**config.mk**
```make
export PLATFORM = sky130hd
export DESIGN_NAME = array_linked_list_manager_top
export DESIGN_NICKNAME = d
export VERILOG_FILES = /design/src/alm_pkg.sv /design/src/alm_ctrl.sv /design/src/alm_dp.sv /design/src/array_linked_list_manager_top.sv
export SDC_FILE = /design/constraint.sdc
export NUM_CORES = 2
export LEC_CHECK = 0
export ABC_AREA = 0
export BUFFER_PORTS_ARGS = -buffer_cell sky130_fd_sc_hd__buf_2
export CAP_MARGIN = 5
export CORE_MARGIN = 2
export CORE_UTILIZATION = 55
export DETAILED_ROUTE_END_ITERATION = 8
export PLACE_DENSITY = 0.71
export SYNTH_ARGS = -nofsm -noshare
export SYNTH_HDL_FRONTEND = slang
export SYNTH_MEMORY_MAX_BITS = 65536
export SYNTH_SLANG_ARGS = --single-unit
```
**constraint.sdc**
```tcl
create_clock -name clk -period 18.7 [get_ports clk]
set_clock_uncertainty 0.2 [all_clocks]
set_input_delay 0 -clock clk [delete_from_list [all_inputs] [get_ports clk]]
set_output_delay 0 -clock clk [all_outputs]
set_load 0.02 [all_outputs]
```
**src/alm_pkg.sv**
```systemverilog
// Shared types, codes and defaults for the array linked list manager.
`timescale 1ns / 1ps

package alm_pkg;

  localparam int CELLS_DEF = 256;

  typedef enum logic {
    OP_INSERT = 1'b0,
    OP_DELETE = 1'b1
  } op_t;

  typedef enum logic [1:0] {
    ST_OK   = 2'd0,
    ST_FULL = 2'd1,
    ST_BAD  = 2'd2
  } stat_t;

  typedef struct packed {
    logic               opcode;
    logic [7:0]         position;
    logic signed [31:0] value;
  } in_item_t;

  typedef struct packed {
    logic [1:0] status;
    logic [7:0] cell_index;
    logic [7:0] item_count;
  } out_item_t;

  // controller -> datapath
  typedef struct packed {
    logic clr;  // init one store entry, advance sweep index
    logic cap;  // capture input beat
    logic rd;   // read link/free stores at captured position and free head
    logic ex;   // check, first link writes, head/count update
    logic wb;   // second link writes, load result register
  } ctrl_cmd_t;

  // datapath -> controller
  typedef struct packed {
    logic clr_last;
  } dp_stat_t;

endpackage

```
**src/alm_ctrl.sv**
```systemverilog
// Sequencer for the array linked list manager: init sweep, op phases, result handshake.
`timescale 1ns / 1ps

module alm_ctrl (
  input  logic                 clk,
  input  logic                 rst_n,
  input  logic                 in_valid,
  output logic                 in_stall,
  output logic                 out_valid,
  input  logic                 out_stall,
  input  alm_pkg::dp_stat_t    stat,
  output alm_pkg::ctrl_cmd_t   cmd
);

  typedef enum logic [2:0] {
    S_CLR,
    S_IDLE,
    S_RD,
    S_EX,
    S_WB
  } state_t;

  state_t state_r, state_nxt;
  logic   out_valid_r, out_valid_nxt;
  logic   can_load;

  assign can_load  = !(out_valid_r && out_stall);
  assign out_valid = out_valid_r;

  always_comb begin
    state_nxt     = state_r;
    out_valid_nxt = out_valid_r && out_stall;
    cmd           = '0;
    in_stall      = 1'b1;
    case (state_r)
      S_CLR: begin
        cmd.clr = 1'b1;
        if (stat.clr_last) begin
          state_nxt = S_IDLE;
        end
      end
      S_IDLE: begin
        in_stall = 1'b0;
        if (in_valid) begin
          cmd.cap   = 1'b1;
          state_nxt = S_RD;
        end
      end
      S_RD: begin
        cmd.rd    = 1'b1;
        state_nxt = S_EX;
      end
      S_EX: begin
        cmd.ex    = 1'b1;
        state_nxt = S_WB;
      end
      S_WB: begin
        if (can_load) begin
          cmd.wb        = 1'b1;
          out_valid_nxt = 1'b1;
          in_stall      = 1'b0;
          if (in_valid) begin
            cmd.cap   = 1'b1;
            state_nxt = S_RD;
          end else begin
            state_nxt = S_IDLE;
          end
        end
      end
      default: begin
        state_nxt = S_IDLE;
      end
    endcase
  end

  always_ff @(posedge clk) begin
    if (!rst_n) begin
      state_r     <= S_CLR;
      out_valid_r <= 1'b0;
    end else begin
      state_r     <= state_nxt;
      out_valid_r <= out_valid_nxt;
    end
  end

endmodule

```
**src/alm_dp.sv**
```systemverilog
// Datapath for the array linked list manager: cell stores, free head, live count, result.
`timescale 1ns / 1ps

module alm_dp #(
  parameter int CELLS = alm_pkg::CELLS_DEF
) (
  input  logic                 clk,
  input  logic                 rst_n,
  input  alm_pkg::ctrl_cmd_t   cmd,
  output alm_pkg::dp_stat_t    stat,
  input  alm_pkg::in_item_t    in_data,
  output alm_pkg::out_item_t   out_data
);

  localparam int IW = $clog2(CELLS);

  // cell stores
  logic [IW-1:0] next_mem [CELLS];
  logic [IW-1:0] prev_mem [CELLS];
  logic          free_mem [CELLS];
  logic [31:0]   val_mem  [CELLS];

  // captured beat
  logic        op_r;
  logic [7:0]  pos_r;
  logic [31:0] val_r;

  logic [IW-1:0] clr_idx_r;
  logic [IW-1:0] free_head_r;
  logic [IW-1:0] live_r;

  // registered read data
  logic [IW-1:0] nxt_a_r;   // next of position
  logic [IW-1:0] nxt_b_r;   // next of free head
  logic [IW-1:0] prv_r;     // prev of position
  logic          free_rd_r;

  logic [1:0]    status_r;
  logic [IW-1:0] cell_r;
  alm_pkg::out_item_t out_data_r;

  logic [IW-1:0] pos_idx;
  logic          pos_ok;
  logic          is_ins;
  logic          full;
  logic [1:0]    ex_status;
  logic          ex_ok;
  logic          wb_ok;

  logic          nx_we, pv_we, fr_we, vl_we;
  logic [IW-1:0] nx_wa, pv_wa, fr_wa, vl_wa;
  logic [IW-1:0] nx_wd, pv_wd;
  logic          fr_wd;

  assign pos_idx = IW'(pos_r);
  assign pos_ok  = int'(pos_r) < CELLS;
  assign is_ins  = (op_r == alm_pkg::OP_INSERT);
  assign full    = (live_r == IW'(CELLS - 1));
  assign stat.clr_last = (clr_idx_r == IW'(CELLS - 1));

  // full takes precedence over a bad position on insert
  always_comb begin
    if (is_ins) begin
      if (full) begin
        ex_status = alm_pkg::ST_FULL;
      end else if (!pos_ok || free_rd_r) begin
        ex_status = alm_pkg::ST_BAD;
      end else begin
        ex_status = alm_pkg::ST_OK;
      end
    end else begin
      if (pos_r == 8'd0 || !pos_ok || free_rd_r) begin
        ex_status = alm_pkg::ST_BAD;
      end else begin
        ex_status = alm_pkg::ST_OK;
      end
    end
  end

  assign ex_ok = cmd.ex && (ex_status == alm_pkg::ST_OK);
  assign wb_ok = cmd.wb && (status_r == alm_pkg::ST_OK);

  // Write ports. Insert: new cell spliced between pos and after (= next of pos).
  // Delete: neighbors joined, cell pushed on free list.
  always_comb begin
    nx_we = 1'b0;
    nx_wa = clr_idx_r;
    nx_wd = '0;
    pv_we = 1'b0;
    pv_wa = clr_idx_r;
    pv_wd = '0;
    fr_we = 1'b0;
    fr_wa = clr_idx_r;
    fr_wd = 1'b0;
    vl_we = 1'b0;
    vl_wa = free_head_r;
    if (cmd.clr) begin
      nx_we = 1'b1;
      if (clr_idx_r == '0 || clr_idx_r == IW'(CELLS - 1)) begin
        nx_wd = '0;
      end else begin
        nx_wd = clr_idx_r + IW'(1);
      end
      pv_we = 1'b1;
      fr_we = 1'b1;
      fr_wd = (clr_idx_r != '0);
    end else if (ex_ok) begin
      nx_we = 1'b1;
      pv_we = 1'b1;
      fr_we = 1'b1;
      pv_wa = nxt_a_r;
      if (is_ins) begin
        nx_wa = free_head_r;
        nx_wd = nxt_a_r;
        pv_wd = free_head_r;
        fr_wa = free_head_r;
        fr_wd = 1'b0;
        vl_we = 1'b1;
      end else begin
        nx_wa = pos_idx;
        nx_wd = free_head_r;
        pv_wd = prv_r;
        fr_wa = pos_idx;
        fr_wd = 1'b1;
      end
    end else if (wb_ok) begin
      nx_we = 1'b1;
      if (is_ins) begin
        nx_wa = pos_idx;
        nx_wd = cell_r;
        pv_we = 1'b1;
        pv_wa = cell_r;
        pv_wd = pos_idx;
      end else begin
        nx_wa = prv_r;
        nx_wd = nxt_a_r;
      end
    end
  end

  always_ff @(posedge clk) begin
    if (nx_we) begin
      next_mem[nx_wa] <= nx_wd;
    end
    if (pv_we) begin
      prev_mem[pv_wa] <= pv_wd;
    end
    if (fr_we) begin
      free_mem[fr_wa] <= fr_wd;
    end
    if (vl_we) begin
      val_mem[vl_wa] <= val_r;
    end
    if (cmd.rd) begin
      nxt_a_r   <= next_mem[pos_idx];
      nxt_b_r   <= next_mem[free_head_r];
      prv_r     <= prev_mem[pos_idx];
      free_rd_r <= free_mem[pos_idx];
    end
  end

  // payload registers
  always_ff @(posedge clk) begin
    if (cmd.cap) begin
      op_r  <= in_data.opcode;
      pos_r <= in_data.position;
      val_r <= in_data.value;
    end
    if (cmd.ex) begin
      status_r <= ex_status;
      cell_r   <= is_ins ? free_head_r : pos_idx;
    end
    if (cmd.wb) begin
      out_data_r.status     <= status_r;
      out_data_r.cell_index <= (status_r == alm_pkg::ST_OK) ? 8'(cell_r) : 8'd0;
      out_data_r.item_count <= 8'(live_r);
    end
  end

  // control state
  always_ff @(posedge clk) begin
    if (!rst_n) begin
      clr_idx_r   <= '0;
      free_head_r <= IW'(1);
      live_r      <= '0;
    end else begin
      if (cmd.clr) begin
        clr_idx_r <= clr_idx_r + IW'(1);
      end
      if (ex_ok) begin
        if (is_ins) begin
          free_head_r <= nxt_b_r;
          live_r      <= live_r + IW'(1);
        end else begin
          free_head_r <= pos_idx;
          if (live_r != '0) begin
            live_r <= live_r - IW'(1);
          end
        end
      end
    end
  end

  assign out_data = out_data_r;

endmodule

```
**src/array_linked_list_manager_top.sv**
```systemverilog
// Top level of the array linked list manager: sequencer plus datapath.
//
//   channel  | dir | ports                           | beat
//   ---------+-----+---------------------------------+-------------------------------
//   in       | in  | in_valid, in_stall, in_data     | opcode, position, value
//   out      | out | out_valid, out_stall, out_data  | status, cell_index, item_count
//
// Each operation runs in phases: read of the link stores, check and first link
// writes, second link writes; the single write port of the next-link store sets this.
// After reset an init sweep writes the link and free stores with in_stall high.
// The result sits in an output register; the next beat is taken while it waits,
// and a stalled result holds the op in its last phase until it can be loaded.
`timescale 1ns / 1ps

module array_linked_list_manager_top #(
  parameter int CELLS = alm_pkg::CELLS_DEF
) (
  input  logic                clk,
  input  logic                rst_n,
  input  logic                in_valid,
  output logic                in_stall,
  input  alm_pkg::in_item_t   in_data,
  output logic                out_valid,
  input  logic                out_stall,
  output alm_pkg::out_item_t  out_data
);

  alm_pkg::ctrl_cmd_t cmd;
  alm_pkg::dp_stat_t  stat;

  alm_ctrl u_ctrl (
    .clk       (clk),
    .rst_n     (rst_n),
    .in_valid  (in_valid),
    .in_stall  (in_stall),
    .out_valid (out_valid),
    .out_stall (out_stall),
    .stat      (stat),
    .cmd       (cmd)
  );

  alm_dp #(
    .CELLS (CELLS)
  ) u_dp (
    .clk      (clk),
    .rst_n    (rst_n),
    .cmd      (cmd),
    .stat     (stat),
    .in_data  (in_data),
    .out_data (out_data)
  );

endmodule

```
==> results.yml <==
outcome:
  status: "finished with violations"
  violations: "max-capacitance violations, max-slew violations"
floorplanning:
  pin_count: 65
  fp.dieW_um: 590.7
  dieArea_um2: 348900
  rows: 215
  fp.dieH_um: 590.7
  start_util_pct: 55.24
  core_area_um2: 342700
finish:
  final_cells: 14570
  nFillCells: 23560
  final_util_pct: 61.10
  final_nets: 9684
  seqCellArea_um2: 133100
  multiInputGateArea_um2: 53440
  post_route_cells_drive_above_1_share_pct: 26.43
  syn_to_final_growth_pct: 10.61
clock_network:
  htree_num_levels: 5
  hold_buffers: 27
  numCtsBuffers: 439
  clock_sinks: 4442
  clock_latency_ns: 1.00
  path_clk_slew_ns: 0.06
  cts_resized: 0
  tritoncts: "yes"
  cts_setup_buffers: 0
  cts_root_buffer: "clkbuf_16"
  clock_path_buffers: 4
logic_synthesis:
  yosysTopAreaCellShare_pct: 70.02
  syn_area_per_cell_um2: 19.75
  async_flop_share_pct: 0
  syn_nets: 9639
  synth_seq_cells: 4442
  synth_compound_area_share_pct: 3.973
  synthAdderAreaFrac_pct: 0.06345
  seq_area_frac_synth_pct: 70.31
  synth_top_family_by_area: "multiplexers"
  ys_warn_count: 0
  syn-instance-count: 9585
  synth_edf_count: 4414
  synth_flop_cell: "edfxtp_1"
  yosys.area_share.simple_pct: 3.116
  synth_top_cell_by_area: "edfxtp_1"
  synth_mux_area_share_pct: 20.82
  synth_area_um2: 189300
  ys_types: 81
  synthTopCellsByArea: "edfxtp_1 (70%), mux4_2 (19%), mux2i_1 (1.8%), nor2_1 (1.7%), a22oi_1 (1.1%)"
  yosys.area_share.xor_xnor_pct: 0.06014
pwr:
  switching_share_pct: 19.90
  clockPowerShare_pct: 44.4
  fin_total_pwr_mw: 20.03
  seqPwrFrac_pct: 54.5
  p_comb_share_pct: 1.1
  peakVddDrop_mv: 0.1265
  power_leakage_nw: 59.01
  p_switching_mw: 3.985
  power_density_nw_per_um2: 95.64
  p_int_mw: 16.04
route:
  avgRoutedWirePerCell_um: 37.73
  firstDrtPassIters: 9
  viasPerCell: 7.183
  drt_iter0_markers: 15800
  drc_errors: 0
  detail-route-antenna-nets: 0
  vias: 104700
  drt_wl_total_um: 549700
grt:
  grt_pass1_vias: 103700
  grtUsageTotal_pct: 31.39
  grt_max_degree: 257
  gr-total-overflow: 0
  grt_pass1_wl_um: 772000
  antenna_found_initial: 23
place:
  gp_congestion: 0.9570
  place_inst: 13720
  place.detailed.hpwl_um: 330800
  numPortBuffers: 32
sta:
  setup_viol: 0
  worst_pin_slew_ns: 1.573
  rsz0062_at_grt: "no"
  hold_slack_ns: 0.08778
  max_slew_margin_pct: -5.083
  max_freq_ghz: 0.1394
  slew_viol_final: 13
  setup_tns_ns: 0
  finalCritPeriodShare_pct: 38.36
  period_needed_ns: 7.174
  finalHoldViolations: 0
setup_path:
  max_stage_delay_ns: 0.83
  cpMostUsedCell: "buf_4"
  end_kind: "flop"
  worstSetupStartpointType: "flop"
  cpLargestDelayFamily: "buffers and inverters"
  arrival_ns: 7.58
  slowest_stage: "o21ai_0"
  cp.required_ns: 19.10
  worstPathMaxFanout: 100
  crit_buf_inv: 5
  crit_chain: "buf_12 -> buf_4 -> buf_4 -> buf_12 -> buf_4 -> mux4_2 -> a22oi_1 -> a31oi_1 -> o21ai_0 -> o221ai_1"
  worstSetupPathType: "reg -> reg"
min_path:
  hp-class: "in -> reg"
flow_run:
  drv_cap: 4
[worst paths after layout]
| path | from | to | slack [ns] | depth (start not counted) |
|---|---|---|---|---|
| hold reg to reg | u_dp.status_r[0]$_DFFE_PP_ | u_dp.out_data[16]$_DFFE_PN_ | 0.28 | 0 |
| hold / removal | in_data[38] | u_dp.pos_idx[6]$_DFFE_PP_ | 0.09 | 3 |
| setup / recovery | u_dp.pos_idx[0]$_DFFE_PP_ | u_dp.prv_r[5]$_DFFE_PP_ | 11.53 | 10 |
| setup reg to reg | u_dp.pos_idx[0]$_DFFE_PP_ | u_dp.prv_r[5]$_DFFE_PP_ | 11.53 | 10 |
[area by class of cell]
class	instances	area share, %
sequential	4442	63.58
tap	4557	2.723
antenna	21	0.02510
inverter	17	0.03406
timing repair buffer	319	1.290
multi-input combinational	4411	25.52
clock buffer	529	5.523
clock inverter	273	1.305
[cell usage in the layout, fill, tap and decap left out, types with 32 or more instances in the layout]
master / netlist / layout
edfxtp_1: 4414 / 4414
o221ai_1: 69 / 67
o22ai_1: 84 / 75
a211oi_1: 37 / 37
clkbuf_16: 0 / 448
a21oi_1: 150 / 150
buf_4: 24 / 234
mux4_2: 1578 / 1578
a221oi_1: 113 / 113
nor2_1: 864 / 850
clkbuf_1: 414 / 76
a31oi_1: 33 / 33
nand3_1: 85 / 85
clkinv_1: 1 / 97
o21ai_0: 96 / 90
buf_2: 211 / 32
nand2_1: 227 / 222
nor3_1: 34 / 33
a22oi_1: 265 / 265
mux2_2: 37 / 37
mux2i_1: 344 / 344
bufinv_16: 0 / 52
clkinv_2: 0 / 87
a22o_1: 67 / 67
[Yosys cell counts (10+ instances only)]
| master | number |
|---|---|
| nor2_4 | 10 |
| nor3_1 | 34 |
| nor2_1 | 864 |
| buf_1 | 62 |
| a22oi_1 | 265 |
| a21oi_1 | 150 |
| dfxtp_1 | 28 |
| mux2i_1 | 344 |
| nand2b_1 | 28 |
| o221ai_1 | 69 |
| clkbuf_1 | 414 |
| edfxtp_1 | 4414 |
| a211oi_1 | 37 |
| buf_4 | 24 |
| buf_2 | 211 |
| nand2_1 | 227 |
| o21ai_0 | 96 |
| a311oi_1 | 10 |
| mux4_2 | 1578 |
| mux2_2 | 37 |
| o21a_1 | 13 |
| a31oi_1 | 33 |
| nor2b_1 | 35 |
| or3_1 | 12 |
| a221oi_1 | 113 |
| and2_1 | 34 |
| o211ai_1 | 20 |
| o22ai_1 | 84 |
| a22o_1 | 67 |
| nand3_1 | 85 |
| inv_1 | 16 |
| nand4_1 | 20 |
[flip-flops by register name, indices dropped and copies added (netlist names)]
name and count:
u_dp.clr_idx_r 8, u_dp.nxt_b_r 8, u_dp.prev_mem 2048, u_dp.pos_idx 8
u_ctrl.out_valid 1, u_ctrl.state_r 3, u_dp.nxt_a_r 8, u_dp.live_r 8
u_dp.free_mem 256, u_dp.out_data 18, u_dp.next_mem 2048, u_dp.free_head_r 8
u_dp.op_r 1, u_dp.free_rd_r 1, u_dp.status_r 2, u_dp.cell_r 8
u_dp.prv_r 8
[power by group through the flow]
stage	Sequential, mW	Clock, mW	Combinational, mW
2_1_floorplan	11.2	0	0.0974
3_3_place_gp	11.1	0	0.202
3_5_place_dp	11.1	0	0.214
4_1_cts	10.9	8.92	0.218
5_1_grt	10.9	9.28	0.234
6_report	10.9	8.89	0.229
[worst reg2reg max path, cell delays in order (launching register included)]
cell,delay (ns)
edfxtp_1,0.77
buf_12,0.62
buf_4,0.74
buf_4,0.69
buf_12,0.51
buf_4,0.92
mux4_2,0.62
a22oi_1,0.24
a31oi_1,0.12
o21ai_0,0.83
o221ai_1,0.51
[layer usage]
layer | up-vias | track usage (%) | wire (um)
met5 | - | 0 | 138
met2 | 7547 | 47.95 | 256200
met1 | 55060 | 41.85 | 191800
met3 | 1359 | 8.447 | 69090
li1 | 40660 | - | -
met4 | 22 | 16.45 | 32520
[through the flow]
| step | setup WS, ns | area [um2] |
|---|---|---|
| after CTS | 11.44 | 209300 |
| after floorplan | 4.117 | 189300 |
| after detailed placement | 11.48 | 194800 |
| final | 11.53 | 209400 |
| after global routing | 11.07 | 209300 |
| after global placement | 11.55 | 194800 |
[kinds of logic after synthesis]
group | count (synthesis)
compound gates | 1039
xor+xnor | 13
fa+ha+maj | 9
buf+inv | 732
flops | 4442
mux | 1960
simple gates | 1390
No activity file was read; power rests on OpenSTA's default activity.
